### src/rtl/eas_pkg.sv
`default_nettype none
// ----------------------------------------------------------------------------
// Encoder angle and speed estimator package
// Widths, register indexes, reset values, the shared multiply-accumulate
// request and the rounding helpers used by the estimator.
// ----------------------------------------------------------------------------
package eas_pkg;

   // Shared multiplier operand, product and accumulator widths.
   localparam int A_W    = 26;
   localparam int B_W    = 32;
   localparam int PROD_W = A_W + B_W;
   localparam int ACC_W  = 73;
   localparam int SPLIT  = 20;

   // Field widths.
   localparam int POS_W   = 16;
   localparam int RAW_W   = 17;
   localparam int MECH_W  = 32;
   localparam int ELEC_W  = 39;
   localparam int DIFF_W  = 40;
   localparam int RSPD_W  = 36;
   localparam int SPEED_W = 26;
   localparam int PPC_W   = 7;
   localparam int FW_W    = 25;
   localparam int DIR_W   = 2;
   localparam int CSR_IDX_W  = 3;
   localparam int CSR_DATA_W = 32;

   // Register indexes.
   localparam logic [CSR_IDX_W-1:0] CSR_CAL_OFFSET  = 3'd0;
   localparam logic [CSR_IDX_W-1:0] CSR_COUNT_SCALE = 3'd1;
   localparam logic [CSR_IDX_W-1:0] CSR_POLE_PAIRS  = 3'd2;
   localparam logic [CSR_IDX_W-1:0] CSR_SPEED_GAIN  = 3'd3;
   localparam logic [CSR_IDX_W-1:0] CSR_FILTER_KEEP = 3'd4;
   localparam logic [CSR_IDX_W-1:0] CSR_FILTER_TAKE = 3'd5;

   // Register reset values.
   localparam logic [POS_W-1:0]         RST_CAL_OFFSET  = 16'd0;
   localparam logic signed [B_W-1:0]    RST_COUNT_SCALE = 32'sd262144;
   localparam logic [PPC_W-1:0]         RST_POLE_PAIRS  = 7'd4;
   localparam logic signed [B_W-1:0]    RST_SPEED_GAIN  = 32'sd16777216;
   localparam logic [FW_W-1:0]          RST_FILTER_KEEP = 25'd15099494;
   localparam logic [FW_W-1:0]          RST_FILTER_TAKE = 25'd1677722;

   // Magnitude band of the mechanical angle in which speed is measured.
   localparam logic [MECH_W:0] BAND_LOW  = 33'd838861;
   localparam logic [MECH_W:0] BAND_HIGH = 33'd15938355;

   // Rounded results before saturation.
   localparam int MRND_W = PROD_W - 6;
   localparam int QRND_W = ACC_W - 24;

   localparam logic signed [MRND_W-1:0] MECH_MAX  = 52'sd2147483647;
   localparam logic signed [MRND_W-1:0] MECH_MIN  = -52'sd2147483648;
   localparam logic signed [QRND_W-1:0] RSPD_MAX  = 49'sd34359738367;
   localparam logic signed [QRND_W-1:0] RSPD_MIN  = -49'sd34359738367;
   localparam logic signed [QRND_W-1:0] SPEED_MAX = 49'sd16777216;
   localparam logic signed [QRND_W-1:0] SPEED_MIN = -49'sd16777216;

   typedef enum logic [1:0] {
      ACC_HOLD,
      ACC_LOAD,
      ACC_SHL_ADD,
      ACC_ADD
   } acc_op_type;

   typedef struct packed {
      acc_op_type            op;
      logic signed [A_W-1:0] a;
      logic signed [B_W-1:0] b;
   } mac_req_type;

   // Divide by 64, round to nearest with ties away from zero, saturate to 32 bits.
   function automatic logic signed [MECH_W-1:0] mech_round_sat(
      input logic signed [PROD_W-1:0] p);
      logic signed [PROD_W-1:0] t;
      logic signed [MRND_W-1:0] r;
      t = p + (p[PROD_W-1] ? PROD_W'(31) : PROD_W'(32));
      r = t[PROD_W-1:6];
      if (r > MECH_MAX) begin
         return MECH_MAX[MECH_W-1:0];
      end else if (r < MECH_MIN) begin
         return MECH_MIN[MECH_W-1:0];
      end
      return r[MECH_W-1:0];
   endfunction

   // Divide by 2^24, round to nearest with ties away from zero.
   function automatic logic signed [QRND_W-1:0] q24_round(
      input logic signed [ACC_W-1:0] v);
      logic signed [ACC_W-1:0] t;
      t = v + (v[ACC_W-1] ? ACC_W'(8388607) : ACC_W'(8388608));
      return t[ACC_W-1:24];
   endfunction

endpackage

`default_nettype wire

### src/rtl/eas_channels.sv
`default_nettype none
// ----------------------------------------------------------------------------
// Estimator channels
// Sample, result and register write channels, each with valid and ready.
// ----------------------------------------------------------------------------
interface eas_req_if;
   import eas_pkg::*;
   logic                    valid;
   logic                    ready;
   logic [POS_W-1:0]        position_count;
   logic signed [DIR_W-1:0] direction;
   modport source (output valid, position_count, direction, input ready);
   modport sink   (input valid, position_count, direction, output ready);
endinterface

interface eas_rsp_if;
   import eas_pkg::*;
   logic                      valid;
   logic                      ready;
   logic [RAW_W-1:0]          raw_angle;
   logic signed [MECH_W-1:0]  mech_angle;
   logic signed [ELEC_W-1:0]  elec_angle;
   logic signed [SPEED_W-1:0] speed;
   logic signed [DIR_W-1:0]   direction_out;
   modport source (output valid, raw_angle, mech_angle, elec_angle, speed,
                   direction_out, input ready);
   modport sink   (input valid, raw_angle, mech_angle, elec_angle, speed,
                   direction_out, output ready);
endinterface

interface eas_csr_if;
   import eas_pkg::*;
   logic                  valid;
   logic                  ready;
   logic [CSR_IDX_W-1:0]  index;
   logic [CSR_DATA_W-1:0] data;
   modport source (output valid, index, data, input ready);
   modport sink   (input valid, index, data, output ready);
endinterface

`default_nettype wire

### src/rtl/eas_mac.sv
`default_nettype none
// ----------------------------------------------------------------------------
// Shared multiply-accumulate unit
// Registers a signed 26 by 32 bit product each cycle; the accumulator holds,
// loads, adds, or shifts by the split width and adds the previous product.
// ----------------------------------------------------------------------------
module eas_mac (
   input  wire logic                              clock,
   input  wire eas_pkg::mac_req_type              req,
   output logic signed [eas_pkg::PROD_W-1:0]      prod,
   output logic signed [eas_pkg::ACC_W-1:0]       acc
);
   import eas_pkg::*;

   logic signed [PROD_W-1:0] prod_ff;
   logic signed [PROD_W-1:0] prod_in;
   logic signed [ACC_W-1:0]  acc_ff;
   logic signed [ACC_W-1:0]  acc_in;
   logic signed [ACC_W-1:0]  prod_ext;

   assign prod_in  = $signed(req.a) * $signed(req.b);
   assign prod_ext = ACC_W'(prod_ff);

   always_comb begin
      case (req.op)
         ACC_LOAD:    acc_in = prod_ext;
         ACC_SHL_ADD: acc_in = (acc_ff <<< SPLIT) + prod_ext;
         ACC_ADD:     acc_in = acc_ff + prod_ext;
         default:     acc_in = acc_ff;
      endcase
   end

   always_ff @(posedge clock) begin
      prod_ff <= prod_in;
      acc_ff  <= acc_in;
   end

   assign prod = prod_ff;
   assign acc  = acc_ff;

endmodule

`default_nettype wire

### src/rtl/encoder_angle_speed_estimator.sv
`default_nettype none
// ----------------------------------------------------------------------------
// Encoder angle and speed estimator
// Per sample: offset count, mechanical and electrical angle, band-gated raw
// speed and a clamped first-order low-pass, all on one shared multiplier.
// ----------------------------------------------------------------------------
//   Channel   Modport  Word
//   req_bus   sink     position_count, direction
//   rsp_bus   source   raw_angle, mech_angle, elec_angle, speed, direction_out
//   csr_bus   sink     index, data (always ready)
//
// A sample steps through the sequencer states from acceptance to result and
// skips the difference and raw-speed steps outside the speed band; inside it,
// seven sequential multiplies share the single 26x32 multiplier and accumulator.
// Reset is synchronous, restores the config registers and clears the filter state.
// A finished word waits in the output register; the next sample is accepted
// meanwhile and stalls at its last step until the pending word is taken.
// ----------------------------------------------------------------------------
module encoder_angle_speed_estimator (
   input wire logic  clock,
   input wire logic  reset,
   eas_req_if.sink   req_bus,
   eas_rsp_if.source rsp_bus,
   eas_csr_if.sink   csr_bus
);
   import eas_pkg::*;

   typedef enum logic [13:0] {
      ST_IDLE   = 14'b00000000000001,
      ST_M_MECH = 14'b00000000000010,
      ST_A_MECH = 14'b00000000000100,
      ST_M_ELEC = 14'b00000000001000,
      ST_A_ELEC = 14'b00000000010000,
      ST_M_DHI  = 14'b00000000100000,
      ST_M_DLO  = 14'b00000001000000,
      ST_A_DLO  = 14'b00000010000000,
      ST_R_SPD  = 14'b00000100000000,
      ST_M_FHI  = 14'b00001000000000,
      ST_M_FLO  = 14'b00010000000000,
      ST_M_FKP  = 14'b00100000000000,
      ST_A_FKP  = 14'b01000000000000,
      ST_R_FLT  = 14'b10000000000000
   } state_type;

   state_type state_ff, state_in;

   // Configuration registers.
   logic [POS_W-1:0]      cal_offset_ff,  cal_offset_in;
   logic signed [B_W-1:0] count_scale_ff, count_scale_in;
   logic [PPC_W-1:0]      pole_pairs_ff,  pole_pairs_in;
   logic signed [B_W-1:0] speed_gain_ff,  speed_gain_in;
   logic [FW_W-1:0]       filter_keep_ff, filter_keep_in;
   logic [FW_W-1:0]       filter_take_ff, filter_take_in;

   // Filter state.
   logic signed [ELEC_W-1:0]  last_elec_ff,  last_elec_in;
   logic signed [SPEED_W-1:0] last_speed_ff, last_speed_in;

   // Working registers.
   logic [RAW_W-1:0]          raw_ff,    raw_in;
   logic signed [DIR_W-1:0]   dir_ff,    dir_in;
   logic signed [MECH_W-1:0]  mech_ff,   mech_in;
   logic signed [ELEC_W-1:0]  elec_ff,   elec_in;
   logic signed [DIFF_W-1:0]  diff_ff,   diff_in;
   logic signed [RSPD_W-1:0]  rspeed_ff, rspeed_in;

   // Output register.
   logic                      rsp_valid_ff, rsp_valid_in;
   logic [RAW_W-1:0]          out_raw_ff,   out_raw_in;
   logic signed [MECH_W-1:0]  out_mech_ff,  out_mech_in;
   logic signed [ELEC_W-1:0]  out_elec_ff,  out_elec_in;
   logic signed [SPEED_W-1:0] out_speed_ff, out_speed_in;
   logic signed [DIR_W-1:0]   out_dir_ff,   out_dir_in;

   mac_req_type               mac_req;
   logic signed [PROD_W-1:0]  mac_prod;
   logic signed [ACC_W-1:0]   mac_acc;

   logic                      req_take;
   logic                      finish;
   logic [MECH_W:0]           mech_mag;
   logic                      in_band;
   logic signed [QRND_W-1:0]  acc_rnd;
   logic signed [SPEED_W-1:0] speed_new;

   eas_mac u_mac (
      .clock (clock),
      .req   (mac_req),
      .prod  (mac_prod),
      .acc   (mac_acc)
   );

   assign req_bus.ready = (state_ff == ST_IDLE);
   assign req_take      = req_bus.valid && req_bus.ready;
   assign csr_bus.ready = 1'b1;

   // The result leaves only once the previous word has gone.
   assign finish = (state_ff == ST_R_FLT) && (!rsp_valid_ff || rsp_bus.ready);

   assign mech_mag = mech_ff[MECH_W-1] ? -{mech_ff[MECH_W-1], mech_ff}
                                       : {mech_ff[MECH_W-1], mech_ff};
   assign in_band  = (mech_mag >= BAND_LOW) && (mech_mag <= BAND_HIGH);
   assign acc_rnd  = q24_round(mac_acc);

   always_comb begin
      if (acc_rnd > SPEED_MAX) begin
         speed_new = SPEED_MAX[SPEED_W-1:0];
      end else if (acc_rnd < SPEED_MIN) begin
         speed_new = SPEED_MIN[SPEED_W-1:0];
      end else begin
         speed_new = acc_rnd[SPEED_W-1:0];
      end
   end

   // Multiplier operands and accumulator operation for each step.
   always_comb begin
      mac_req.op = ACC_HOLD;
      mac_req.a  = '0;
      mac_req.b  = '0;
      unique case (state_ff)
         ST_M_MECH: begin
            mac_req.a = $signed({{(A_W-RAW_W){1'b0}}, raw_ff});
            mac_req.b = count_scale_ff;
         end
         ST_M_ELEC: begin
            mac_req.a = $signed({{(A_W-PPC_W){1'b0}}, pole_pairs_ff});
            mac_req.b = mech_ff;
         end
         ST_M_DHI: begin
            mac_req.a = $signed({{(A_W-(DIFF_W-SPLIT)){diff_ff[DIFF_W-1]}},
                                 diff_ff[DIFF_W-1:SPLIT]});
            mac_req.b = speed_gain_ff;
         end
         ST_M_DLO: begin
            mac_req.op = ACC_LOAD;
            mac_req.a  = $signed({{(A_W-SPLIT){1'b0}}, diff_ff[SPLIT-1:0]});
            mac_req.b  = speed_gain_ff;
         end
         ST_A_DLO: begin
            mac_req.op = ACC_SHL_ADD;
         end
         ST_M_FHI: begin
            mac_req.a = $signed({{(A_W-FW_W){1'b0}}, filter_take_ff});
            mac_req.b = $signed({{(B_W-(RSPD_W-SPLIT)){rspeed_ff[RSPD_W-1]}},
                                 rspeed_ff[RSPD_W-1:SPLIT]});
         end
         ST_M_FLO: begin
            mac_req.op = ACC_LOAD;
            mac_req.a  = $signed({{(A_W-FW_W){1'b0}}, filter_take_ff});
            mac_req.b  = $signed({{(B_W-SPLIT){1'b0}}, rspeed_ff[SPLIT-1:0]});
         end
         ST_M_FKP: begin
            mac_req.op = ACC_SHL_ADD;
            mac_req.a  = $signed({{(A_W-FW_W){1'b0}}, filter_keep_ff});
            mac_req.b  = B_W'(last_speed_ff);
         end
         ST_A_FKP: begin
            mac_req.op = ACC_ADD;
         end
         default: begin
            mac_req.op = ACC_HOLD;
         end
      endcase
   end

   // Sequencer.
   always_comb begin
      state_in = state_ff;
      unique case (state_ff)
         ST_IDLE:   if (req_take) state_in = ST_M_MECH;
         ST_M_MECH: state_in = ST_A_MECH;
         ST_A_MECH: state_in = ST_M_ELEC;
         ST_M_ELEC: state_in = ST_A_ELEC;
         ST_A_ELEC: state_in = in_band ? ST_M_DHI : ST_M_FHI;
         ST_M_DHI:  state_in = ST_M_DLO;
         ST_M_DLO:  state_in = ST_A_DLO;
         ST_A_DLO:  state_in = ST_R_SPD;
         ST_R_SPD:  state_in = ST_M_FHI;
         ST_M_FHI:  state_in = ST_M_FLO;
         ST_M_FLO:  state_in = ST_M_FKP;
         ST_M_FKP:  state_in = ST_A_FKP;
         ST_A_FKP:  state_in = ST_R_FLT;
         ST_R_FLT:  if (finish) state_in = ST_IDLE;
         default:   state_in = ST_IDLE;
      endcase
   end

   // Datapath registers.
   always_comb begin
      raw_in    = raw_ff;
      dir_in    = dir_ff;
      mech_in   = mech_ff;
      elec_in   = elec_ff;
      diff_in   = diff_ff;
      rspeed_in = rspeed_ff;
      if (req_take) begin
         raw_in = {1'b0, req_bus.position_count} + {1'b0, cal_offset_ff};
         dir_in = req_bus.direction;
      end
      if (state_ff == ST_A_MECH) begin
         mech_in = mech_round_sat(mac_prod);
      end
      if (state_ff == ST_A_ELEC) begin
         // The product of pole pairs and a 32-bit angle always fits 39 bits.
         elec_in = mac_prod[ELEC_W-1:0];
         diff_in = DIFF_W'($signed(mac_prod[ELEC_W-1:0])) - DIFF_W'(last_elec_ff);
         // Outside the band the previous speed stands in for the raw speed.
         rspeed_in = RSPD_W'(last_speed_ff);
      end
      if (state_ff == ST_R_SPD) begin
         if (acc_rnd > RSPD_MAX) begin
            rspeed_in = RSPD_MAX[RSPD_W-1:0];
         end else if (acc_rnd < RSPD_MIN) begin
            rspeed_in = RSPD_MIN[RSPD_W-1:0];
         end else begin
            rspeed_in = acc_rnd[RSPD_W-1:0];
         end
      end
   end

   // Filter state and output register.
   always_comb begin
      last_elec_in  = last_elec_ff;
      last_speed_in = last_speed_ff;
      out_raw_in    = out_raw_ff;
      out_mech_in   = out_mech_ff;
      out_elec_in   = out_elec_ff;
      out_speed_in  = out_speed_ff;
      out_dir_in    = out_dir_ff;
      rsp_valid_in  = rsp_valid_ff && !rsp_bus.ready;
      if (finish) begin
         last_elec_in  = elec_ff;
         last_speed_in = speed_new;
         out_raw_in    = raw_ff;
         out_mech_in   = mech_ff;
         out_elec_in   = elec_ff;
         out_speed_in  = speed_new;
         out_dir_in    = dir_ff;
         rsp_valid_in  = 1'b1;
      end
   end

   // Register writes.
   always_comb begin
      cal_offset_in  = cal_offset_ff;
      count_scale_in = count_scale_ff;
      pole_pairs_in  = pole_pairs_ff;
      speed_gain_in  = speed_gain_ff;
      filter_keep_in = filter_keep_ff;
      filter_take_in = filter_take_ff;
      if (csr_bus.valid) begin
         unique case (csr_bus.index)
            CSR_CAL_OFFSET:  cal_offset_in  = csr_bus.data[POS_W-1:0];
            CSR_COUNT_SCALE: count_scale_in = csr_bus.data;
            CSR_POLE_PAIRS:  pole_pairs_in  = csr_bus.data[PPC_W-1:0];
            CSR_SPEED_GAIN:  speed_gain_in  = csr_bus.data;
            CSR_FILTER_KEEP: filter_keep_in = csr_bus.data[FW_W-1:0];
            CSR_FILTER_TAKE: filter_take_in = csr_bus.data[FW_W-1:0];
            default: begin
            end
         endcase
      end
   end

   always_ff @(posedge clock) begin
      if (reset) begin
         state_ff       <= ST_IDLE;
         rsp_valid_ff   <= 1'b0;
         last_elec_ff   <= '0;
         last_speed_ff  <= '0;
         cal_offset_ff  <= RST_CAL_OFFSET;
         count_scale_ff <= RST_COUNT_SCALE;
         pole_pairs_ff  <= RST_POLE_PAIRS;
         speed_gain_ff  <= RST_SPEED_GAIN;
         filter_keep_ff <= RST_FILTER_KEEP;
         filter_take_ff <= RST_FILTER_TAKE;
      end else begin
         state_ff       <= state_in;
         rsp_valid_ff   <= rsp_valid_in;
         last_elec_ff   <= last_elec_in;
         last_speed_ff  <= last_speed_in;
         cal_offset_ff  <= cal_offset_in;
         count_scale_ff <= count_scale_in;
         pole_pairs_ff  <= pole_pairs_in;
         speed_gain_ff  <= speed_gain_in;
         filter_keep_ff <= filter_keep_in;
         filter_take_ff <= filter_take_in;
      end
   end

   always_ff @(posedge clock) begin
      raw_ff       <= raw_in;
      dir_ff       <= dir_in;
      mech_ff      <= mech_in;
      elec_ff      <= elec_in;
      diff_ff      <= diff_in;
      rspeed_ff    <= rspeed_in;
      out_raw_ff   <= out_raw_in;
      out_mech_ff  <= out_mech_in;
      out_elec_ff  <= out_elec_in;
      out_speed_ff <= out_speed_in;
      out_dir_ff   <= out_dir_in;
   end

   assign rsp_bus.valid         = rsp_valid_ff;
   assign rsp_bus.raw_angle     = out_raw_ff;
   assign rsp_bus.mech_angle    = out_mech_ff;
   assign rsp_bus.elec_angle    = out_elec_ff;
   assign rsp_bus.speed         = out_speed_ff;
   assign rsp_bus.direction_out = out_dir_ff;

endmodule

`default_nettype wire

### src/flat_wrapper.sv
// flat-port wrapper written by rule: the top's interface ports become plain ports
module encoder_angle_speed_estimator_flat import eas_pkg::*;
  (clock, reset, req_bus_valid, req_bus_position_count, req_bus_direction, req_bus_ready, rsp_bus_valid, rsp_bus_raw_angle, rsp_bus_mech_angle, rsp_bus_elec_angle, rsp_bus_speed, rsp_bus_direction_out, rsp_bus_ready, csr_bus_valid, csr_bus_index, csr_bus_data, csr_bus_ready);
  eas_req_if req_bus_i ();
  eas_rsp_if rsp_bus_i ();
  eas_csr_if csr_bus_i ();
  input wire logic clock;
  input wire logic reset;
  input wire logic [$bits(req_bus_i.valid)-1:0] req_bus_valid;
  input wire logic [$bits(req_bus_i.position_count)-1:0] req_bus_position_count;
  input wire logic [$bits(req_bus_i.direction)-1:0] req_bus_direction;
  output wire logic [$bits(req_bus_i.ready)-1:0] req_bus_ready;
  output wire logic [$bits(rsp_bus_i.valid)-1:0] rsp_bus_valid;
  output wire logic [$bits(rsp_bus_i.raw_angle)-1:0] rsp_bus_raw_angle;
  output wire logic [$bits(rsp_bus_i.mech_angle)-1:0] rsp_bus_mech_angle;
  output wire logic [$bits(rsp_bus_i.elec_angle)-1:0] rsp_bus_elec_angle;
  output wire logic [$bits(rsp_bus_i.speed)-1:0] rsp_bus_speed;
  output wire logic [$bits(rsp_bus_i.direction_out)-1:0] rsp_bus_direction_out;
  input wire logic [$bits(rsp_bus_i.ready)-1:0] rsp_bus_ready;
  input wire logic [$bits(csr_bus_i.valid)-1:0] csr_bus_valid;
  input wire logic [$bits(csr_bus_i.index)-1:0] csr_bus_index;
  input wire logic [$bits(csr_bus_i.data)-1:0] csr_bus_data;
  output wire logic [$bits(csr_bus_i.ready)-1:0] csr_bus_ready;
  assign req_bus_i.valid = req_bus_valid;
  assign req_bus_i.position_count = req_bus_position_count;
  assign req_bus_i.direction = req_bus_direction;
  assign req_bus_ready = req_bus_i.ready;
  assign rsp_bus_valid = rsp_bus_i.valid;
  assign rsp_bus_raw_angle = rsp_bus_i.raw_angle;
  assign rsp_bus_mech_angle = rsp_bus_i.mech_angle;
  assign rsp_bus_elec_angle = rsp_bus_i.elec_angle;
  assign rsp_bus_speed = rsp_bus_i.speed;
  assign rsp_bus_direction_out = rsp_bus_i.direction_out;
  assign rsp_bus_i.ready = rsp_bus_ready;
  assign csr_bus_i.valid = csr_bus_valid;
  assign csr_bus_i.index = csr_bus_index;
  assign csr_bus_i.data = csr_bus_data;
  assign csr_bus_ready = csr_bus_i.ready;
  encoder_angle_speed_estimator u_core (.clock(clock), .reset(reset), .req_bus(req_bus_i), .rsp_bus(rsp_bus_i), .csr_bus(csr_bus_i));
endmodule
### config.mk
export PLATFORM = sky130hd
export DESIGN_NAME = encoder_angle_speed_estimator_flat
export DESIGN_NICKNAME = d
export VERILOG_FILES = /design/src/rtl/eas_pkg.sv /design/src/rtl/eas_channels.sv /design/src/rtl/eas_mac.sv /design/src/rtl/encoder_angle_speed_estimator.sv /design/src/flat_wrapper.sv
export SDC_FILE = /design/constraint.sdc
export NUM_CORES = 2
export LEC_CHECK = 0
export BUFFER_PORTS_ARGS = -buffer_cell sky130_fd_sc_hd__buf_2
export CORE_MARGIN = 8
export CORE_UTILIZATION = 45
export DETAILED_ROUTE_END_ITERATION = 10
export REMOVE_ABC_BUFFERS = 1
export SYNTH_ARGS = -nofsm -noshare
export SYNTH_HDL_FRONTEND = slang
export SYNTH_SLANG_ARGS = --single-unit
export TNS_END_PERCENT = 30
### constraint.sdc
create_clock -name clock -period 25.9 [get_ports clock]
set_input_delay 6.475 -clock clock [delete_from_list [all_inputs] [get_ports clock]]
set_output_delay 6.475 -clock clock [all_outputs]
set_load 0.05 [all_outputs]
==> metrics.txt <==
CP Max Fanout 33; power density over the cells 31.8 mW/mm²; first-pass iteration count of the detailed router 6; total global-route track usage 29.8%; CTS root buffer clkbuf_16; TritonCTS clock tree built; Hold/Removal Path Class register to register; Tmin final 11.28 ns; Final Hold Fails 0; Resize count post-CTS 0; Clock Pin Slew Worst Setup and Hold Paths 0.07 ns; post-synthesis cell type count 93; first-pass GRT wire length 356,000 µm; ys flop type edfxtp_1; vias in the first global route 54.6k; Ys Warns 0; Avg Vias per Cell 5.90; Sum Neg Setup Slack 0 ns; Leakage 33.0 nW; Slew headroom 13.4%; critical-path cell with the highest stage delay nand2_2; sequential fraction of the synthesis area 24.5%; Clock Sinks 630; Initial Utilization 45.3%; Max Cap Viol 0; IO Count 177; Site Rows 140; DIE WIDTH 399 µm; CP endpoint kind register; layout cells sized above 1 7.27%; Final ANT Viol Nets 0; Layout Skew 0.0640 ns; Filler cells 13.8k; Slew Limit Fails 0; Port Buf Inserts 175; Vias 55.1k; Layout area overhead 8.77%; routability cong. 0.966; clock latency at the later pin of the worst-skew pair 0.71 ns; # nets final 8,635; worst endpoint required time 26.44 ns; DRC 0; hpwl dp 183,000 µm; Cells after Synth 7,321; GRT overflow 0; post-synthesis register bit count 630; initial DRC count 5,790; endpoints failing setup 0; WL per Instance 25.7 µm; die area 0.159 mm²; Post-synth EDFFs 355; Worst EP arrival 11.82 ns; Die Y 399 µm; worst setup path class register to register; Slew @ Worst Pin 1.29 ns; final period utilization 43.6%; RSZ-0062 raised after global routing false; CP Launch Type register; Final Core Density 49.3%; fraction of registers with async set/reset 0%; WL final 240,000 µm; antenna violations before repair 16; Post-Syn Area 0.0659 mm²; hold_buf cts 0; H-Tree Depth 3; fmax 88.6 MHz; crit-path most repeated cell fa_1; outcome finished clean; CP max stage delay 0.92 ns; Peak VDD IR 45.8 µV; largest net degree at the start of global routing 98; total CTS buffers 75; core area 0.145 mm²; post-CTS setup buffer count 0; CTS max path bufs 3; Mean Syn Cell Area 8.99 µm²
==> synthesized netlist by cell type (all sizes together) (28+ instances only) <==
cell type / n / area share [%]
a211o: 33 / 0.44
a211oi: 62 / 0.73
a21o: 160 / 1.8
a21oi: 419 / 3.2
a222oi: 30 / 0.46
a22o: 31 / 0.41
a22oi: 51 / 0.59
a31oi: 28 / 0.27
a32o: 29 / 0.44
and2: 88 / 0.84
and3: 35 / 0.33
buf: 35 / 0.26
clkbuf: 310 / 1.8
dfxtp: 275 / 8.4
edfxtp: 355 / 16
fa: 859 / 26
ha: 365 / 6.9
inv: 1067 / 6.1
nand2: 1166 / 6.7
nand2b: 45 / 0.43
nand3: 93 / 0.71
nand3b: 32 / 0.36
nand4: 70 / 0.67
nor2: 523 / 3.0
nor2b: 57 / 0.54
nor3: 72 / 0.55
o211ai: 29 / 0.34
o21a: 38 / 0.44
o21ai: 271 / 2.1
o21bai: 28 / 0.32
xnor2: 181 / 2.4
xor2: 107 / 1.4
==> cells in the final DEF, fill, tap and decap left out, drive strengths merged, types with 25 or more instances in the layout <==
cell type  synthesis  final
a21o             160    160
a222oi            30     30
a211o             33     33
nand4             70     70
xor2             107    107
nand3b            32     32
or3               27     27
o21ai            271    271
a21oi            419    419
clkbuf           310     93
buf               35    300
nor2b             57     57
a22o              31     31
o21bai            28     28
fa               859    859
nand3             93     93
a32o              29     29
and2              88     88
a211oi            62     62
o21a              38     38
nor2             523    523
edfxtp           355    355
nor4              25     25
ha               365    365
a22oi             51     51
nand2b            45     45
clkinv             0     33
a31oi             28     28
inv             1067   1070
nor3              72     72
nand2           1166   1166
o211ai            29     29
dfxtp            275    275
and3              35     35
xnor2            181    181
==> sequential cells by signal, summed over array words and instances, names as in the netlist, 7 cells and up <==
register and count:
u_core.rsp_bus.speed 26, u_core.u_mac.acc 73, u_core.rspeed_ff 36, u_core.last_speed_ff 26, u_core.u_mac.prod 58, u_core.filter_take_ff 25
u_core.speed_gain_ff 32, u_core.rsp_bus.raw_angle 17, u_core.last_elec_ff 39, u_core.raw_ff 17, u_core.mech_ff 32, u_core.filter_keep_ff 25
u_core.rsp_bus.mech_angle 32, u_core.cal_offset_ff 16, u_core.count_scale_ff 32, u_core.elec_ff 39, u_core.state_ff 14, u_core.pole_pairs_ff 7
u_core.diff_ff 40, u_core.rsp_bus.elec_angle 39
==> per-layer routing <==
metal | track usage, % | wire [µm] | up-vias
li1 | - | - | 24300
met3 | 4.62 | 19900 | 520
met5 | 0 | 18 | -
met2 | 47.3 | 109000 | 2592
met1 | 39.6 | 96500 | 27700
met4 | 15.2 | 14600 | 2
==> per-stage QoR <==
stage          setup WS, ns  hold WS, ns  cells  total power [mW]  cell area, µm²
5_1_grt               14.27        0.438   9336              2.34           71600
3_5_place_dp          14.99        0.414   9193              1.17           69000
2_1_floorplan         12.36        0.400   6976              1.12           64500
3_3_place_gp          15.09        0.404   9192              1.17           69000
4_1_cts               14.87        0.429   9333              2.30           71600
6_report              14.62        0.423   9339              2.28           71600
==> report_power, final <==
group / leakage, nW / internal (mW) / switching [mW]
sequential: 5.21 / 1.06 / 0.00875
combinational: 26.5 / 0.0244 / 0.0609
clock: 1.28 / 0.643 / 0.485
==> critical path: cells and delay by family, from the launching register on <==
kind	cells	cell delay (ns)
compound gates	10	2.90
xor+xnor	1	0.14
fa+ha+maj	8	4.06
buf+inv	6	0.52
flops	1	0.33
simple gates	9	3.09
==> worst paths after layout <==
path                                      to          startpoint  slack (ns)  depth (start not counted)
max reg2reg            u_core.u_mac.prod[57]  u_core.state_ff[1]       14.62                         34
min reg2reg  u_core.rsp_bus.direction_out[1]    u_core.dir_ff[1]        0.42                          0
min          u_core.rsp_bus.direction_out[1]    u_core.dir_ff[1]        0.42                          0
max                    u_core.u_mac.prod[57]  u_core.state_ff[1]       14.62                         34
==> area by class of cell <==
cell class              instances  area, µm²  share of cell area, %
repair buffers                300       1820                   2.54
well taps                    1917       2400                   3.35
multi-input cells            5279      44600                   62.2
inverters                    1067       4010                   5.59
clock buffers                  93       2080                   2.90
flip-flops and latches        630      16200                   22.6
diodes                          6       15.0                 0.0210
clock inverters                47        572                  0.798
==> kinds of logic (layout without fill, tap and decap cells) <==
family                   count (synthesis)  after routing  synth area share, %
AND/OR/NAND/NOR                       2322           2322                 15.7
AO/OA/AOI/OAI                         1424           1424                 14.5
buffers and inverters                 1412           1507                 8.11
adder cells (fa/ha/maj)               1224           1224                 33.0
flip-flops                             630            630                 24.5
XOR/XNOR                               288            288                 3.83
multiplexers                            20             20                0.313
other                                    1              7              0.00569
No activity file was read; power rests on OpenSTA's default activity.
